`config.mk`:
```
export PLATFORM = sky130hd
export DESIGN_NAME = lfu_pr_ctrl
export DESIGN_NICKNAME = d
export VERILOG_FILES = /design/src/rtl/lfu_pr_pkg.sv /design/src/rtl/lfu_pr_ctrl.sv
export SDC_FILE = /design/constraint.sdc
export NUM_CORES = 1
export LEC_CHECK = 0
export ABC_AREA = 0
export BUFFER_PORTS_ARGS = -buffer_cell sky130_fd_sc_hd__buf_2
export CAP_MARGIN = 20
export CORE_AREA = 2 2 39 41
export DETAILED_ROUTE_END_ITERATION = 10
export DIE_AREA = 0 0 41 43
export SLEW_MARGIN = 0
export SYNTH_ARGS = -nofsm -noshare
export SYNTH_HDL_FRONTEND = slang
export SYNTH_SLANG_ARGS = --single-unit
```
`constraint.sdc`:
```
create_clock -name clk -period 2.4 [get_ports clk]
set_input_delay 0.12 -clock clk [delete_from_list [all_inputs] [get_ports clk]]
set_output_delay 0.12 -clock clk [all_outputs]
set_load 0.02 [all_outputs]
```
`src/rtl/lfu_pr_pkg.sv`:
```
// Shared types and constants for the LFU page replacement block.
package lfu_pr_pkg;

  localparam int PAGE_W  = 8;
  localparam int PAGES   = 256;
  localparam int CNT_W   = 16;
  localparam int TIME_W  = 32;
  localparam int TALLY_W = 32;
  localparam int CFG_W   = 4;
  localparam int SLOT_W  = 3;

  localparam logic [CNT_W-1:0]   CNT_MAX   = '1;
  localparam logic [TALLY_W-1:0] TALLY_MAX = '1;
  localparam logic [CFG_W-1:0]   CFG_RESET = 4'd8;

  typedef struct packed {
    logic start;
    logic look;
    logic scan;
    logic evict;
    logic load_out;
  } cmd_t;

  typedef struct packed {
    logic place_found;
    logic scan_last;
  } sts_t;

endpackage

```
`src/rtl/lfu_pr_ctrl.sv`:
```
// Controller state machine that sequences lookup, victim scan, eviction and result hand-off.
module lfu_pr_ctrl (
  input  logic               clk,
  input  logic               rst_n,
  input  logic               in_valid,
  output logic               in_ready,
  output logic               out_valid,
  input  logic               out_ready,
  output lfu_pr_pkg::cmd_t   cmd,
  input  lfu_pr_pkg::sts_t   sts
);
  import lfu_pr_pkg::*;

  localparam logic [2:0] ST_IDLE  = 3'd0;
  localparam logic [2:0] ST_LOOK  = 3'd1;
  localparam logic [2:0] ST_SCAN  = 3'd2;
  localparam logic [2:0] ST_EVICT = 3'd3;
  localparam logic [2:0] ST_DONE  = 3'd4;

  logic [2:0] state_r, state_nxt;
  logic       out_valid_r, out_valid_nxt;

  assign in_ready     = (state_r == ST_IDLE);
  assign out_valid    = out_valid_r;
  assign cmd.start    = in_valid && in_ready;
  assign cmd.look     = (state_r == ST_LOOK);
  assign cmd.scan     = (state_r == ST_SCAN);
  assign cmd.evict    = (state_r == ST_EVICT);
  assign cmd.load_out = (state_r == ST_DONE) && (!out_valid_r || out_ready);

  always_comb begin
    state_nxt = state_r;
    case (state_r)
      ST_IDLE: begin
        if (in_valid) state_nxt = ST_LOOK;
      end
      ST_LOOK: begin
        state_nxt = sts.place_found ? ST_DONE : ST_SCAN;
      end
      ST_SCAN: begin
        if (sts.scan_last) state_nxt = ST_EVICT;
      end
      ST_EVICT: begin
        state_nxt = ST_DONE;
      end
      ST_DONE: begin
        if (cmd.load_out) state_nxt = ST_IDLE;
      end
      default: begin
        state_nxt = ST_IDLE;
      end
    endcase
  end

  always_comb begin
    out_valid_nxt = out_valid_r;
    if (cmd.load_out) begin
      out_valid_nxt = 1'b1;
    end else if (out_ready) begin
      out_valid_nxt = 1'b0;
    end
  end

  always_ff @(posedge clk) begin
    if (!rst_n) begin
      state_r     <= ST_IDLE;
      out_valid_r <= 1'b0;
    end else begin
      state_r     <= state_nxt;
      out_valid_r <= out_valid_nxt;
    end
  end

endmodule

```
==> flow_summary.json <==
{
  "status": "finished, final reports clean",
  "synth_nets": 33,
  "drc": 0,
  "gr-total-overflow": 0,
  "tritoncts": "yes",
  "final_area_um2": 317.8,
  "fin_cells": 56,
  "slew_headroom_pct": 83.28,
  "drt_iter0_markers": 2,
  "boundaryPins": 13,
  "utilization_pct": 22.97,
  "setup_tns_ns": 0,
  "clock-sinks": 4,
  "finalMaxSlewViolations": 0,
  "initial_core_util_pct": 16.91,
  "dp.cells": 53,
  "n_antenna_cell": 0,
  "post-route-min-period_ns": 1.426,
  "finalClockSkew_ns": 0.008359,
  "cp.required_ns": 2.28,
  "hold_ws_ns": 0.1429,
  "numPortBuffers": 12,
  "vias": 216,
  "seqPwrFrac_pct": 38.1,
  "powerDensity_nw_per_um2": 615.2,
  "power.total_mw": 0.1955,
  "fmax_mhz": 701.4,
  "power.internal_mw": 0.1422,
  "die_w_um": 41,
  "critPathMaxStageDelay_ns": 0.43,
  "r2r_end": "state_r[2]",
  "clk_pin_slew_ns": 0.04,
  "antenna_found_initial": 0,
  "ys_ff_latch": 4,
  "layout_commonest_cell": "buf_2",
  "start_kind": "flop",
  "synth.cell_area_um2": 234.0,
  "grt_max_degree": 9,
  "cts_buffer_depth": 2,
  "clock-root-buffer": "clkbuf_4",
  "ys_types": 17,
  "p_leak_nw": 0.1605,
  "post-route-period-util_pct": 59.41,
  "fp.dieH_um": 43,
  "post_cts_buffers": 0,
  "p_sw_mw": 0.05329,
  "ant_nets": 0,
  "comb_power_share_pct": 19.1,
  "final_nets": 48,
  "synthCells": 27,
  "first_global_vias": 172,
  "clkLatencyLatePin_ns": 0.24,
  "finalWorstSetupSlack_ns": 0.9742,
  "pwr-share-clk_pct": 42.9,
  "hold_buffers": 0,
  "worstSetupEndpointType": "primary output",
  "rsz0062_at_grt": "no",
  "coreArea_um2": 1384,
  "worstPathArrival_ns": 1.31,
  "switching_share_pct": 27.26,
  "ir_drop_mv": 0.4065,
  "placed_area_um2": 295.3,
  "mostFrequentLayoutCells": "buf_2 (12), nor2_1 (5), dfxtp_1 (4)",
  "fp.dieArea_um2": 1763,
  "max_cap_violations": 0,
  "grt_first_pass_wirelength_um": 683,
  "hold_viol_final": 0,
  "cts_made_buffers": 3,
  "tightest_slew_ns": 0.2504,
  "crit_start": "state_r[1]",
  "multi_input_area_um2": 127.6,
  "dp_slack_ns": 1.219,
  "layout-drive-gt1-share_pct": 45.00,
  "htreeDepth": 1,
  "avgRoutedWirePerCell_um": 8.071,
  "seq_area_frac_synth_pct": 34.22,
  "yosysTopAreaCell": "dfxtp_1",
  "ff2ff_path_depth": 3,
  "yosys_warnings": 0,
  "crit_slowest_cell": "or3b_4",
  "synth_area_per_cell_um2": 8.666,
  "fillCellCount": 152,
  "setup_viol": 0,
  "synth_area_leaders": "dfxtp_1 (34%), mux2i_1 (8.6%), nor2_1 (8.0%)",
  "ctsResizeCount": 0,
  "wl_um": 452,
  "drt-pass1-iter-count": 3,
  "hp-class": "input port to flop",
  "rows": 14,
  "syn_to_final_growth_pct": 35.83,
  "path_max_fanout": 8,
  "regArea_um2": 80.08,
  "grt_usage_pct": 6.432,
  "viasPerCell": 3.857,
  "cp-endpoint": "cmd[0]",
  "crit_chain": "or3b_4, nor2b_1, buf_2",
  "place_congestion": 0.7202,
  "path_class": "flop to primary output",
  "r2r_setup_slack_ns": 1.23,
  "netlist.area_leader.share_pct": 34.22,
  "r2r-start": "state_r[1]"
}
metal layers:
metal | global-route usage [%] | up-vias | routed length (um)
li1 | - | 116 | -
met4 | 4.000 | 0 | 0
met1 | 8.065 | 89 | 209
met2 | 6.563 | 11 | 193
met5 | 0 | - | 0
met3 | 6.283 | 0 | 49
final cells by class:
| cell class | instances | area share, % |
|---|---|---|
| flip-flops and latches | 4 | 25.20 |
| well taps | 16 | 6.299 |
| repair buffers | 12 | 18.90 |
| clock buffers | 3 | 7.087 |
| multi-input cells | 19 | 40.16 |
| inverters | 2 | 2.362 |
cell usage after synthesis:
cell type,count
dfxtp_1,4
nand2_1,2
a21boi_1,1
nor3_1,1
nand2b_1,1
or3b_4,1
nor2b_1,1
and2_1,1
nor2_1,5
inv_1,2
or2b_2,1
mux2i_1,2
buf_4,1
buf_6,1
nor3b_1,1
o22ai_2,1
o211a_1,1
critical path: cells and delay by family, from the launching register on:
| kind | cells | cell delay [ns] |
|---|---|---|
| flip-flops | 1 | 0.37 |
| AND/OR/NAND/NOR | 2 | 0.53 |
| buffers and inverters | 1 | 0.16 |
logic make-up after synthesis:
family	count (synthesis)	share of synthesized area, %
AOI/OAI and AO/OA	3	12.83
buffers and inverters	4	11.23
DFF	4	34.23
muxes	2	8.556
and+or+nand+nor	14	33.16
flip-flops by register name, indices dropped and copies added (netlist names):
| name | count |
|---|---|
| state_r | 3 |
| out_valid | 1 |
worst min-delay path by stage:
stage                start          to  slack [ns]  cells past startpoint
floorplan            rst_n  state_r[0]        0.23                      2
finish               rst_n  state_r[0]        0.14                      3
global route        sts[0]  state_r[2]        0.14                      2
detailed placement   rst_n  state_r[0]        0.38                      3
global placement     rst_n  state_r[0]        0.38                      3
CTS                  rst_n  state_r[0]        0.14                      3
power by group through the flow:
stage / registers [mW] / logic [mW] / clock network, mW
3_5_place_dp: 0.0756 / 0.0379 / 0
4_1_cts: 0.0744 / 0.0380 / 0.0872
6_report: 0.0744 / 0.0373 / 0.0838
5_1_grt: 0.0750 / 0.0411 / 0.0940
3_3_place_gp: 0.0755 / 0.0377 / 0
2_1_floorplan: 0.0739 / 0.0280 / 0
(Power assumes the default switching activity.)
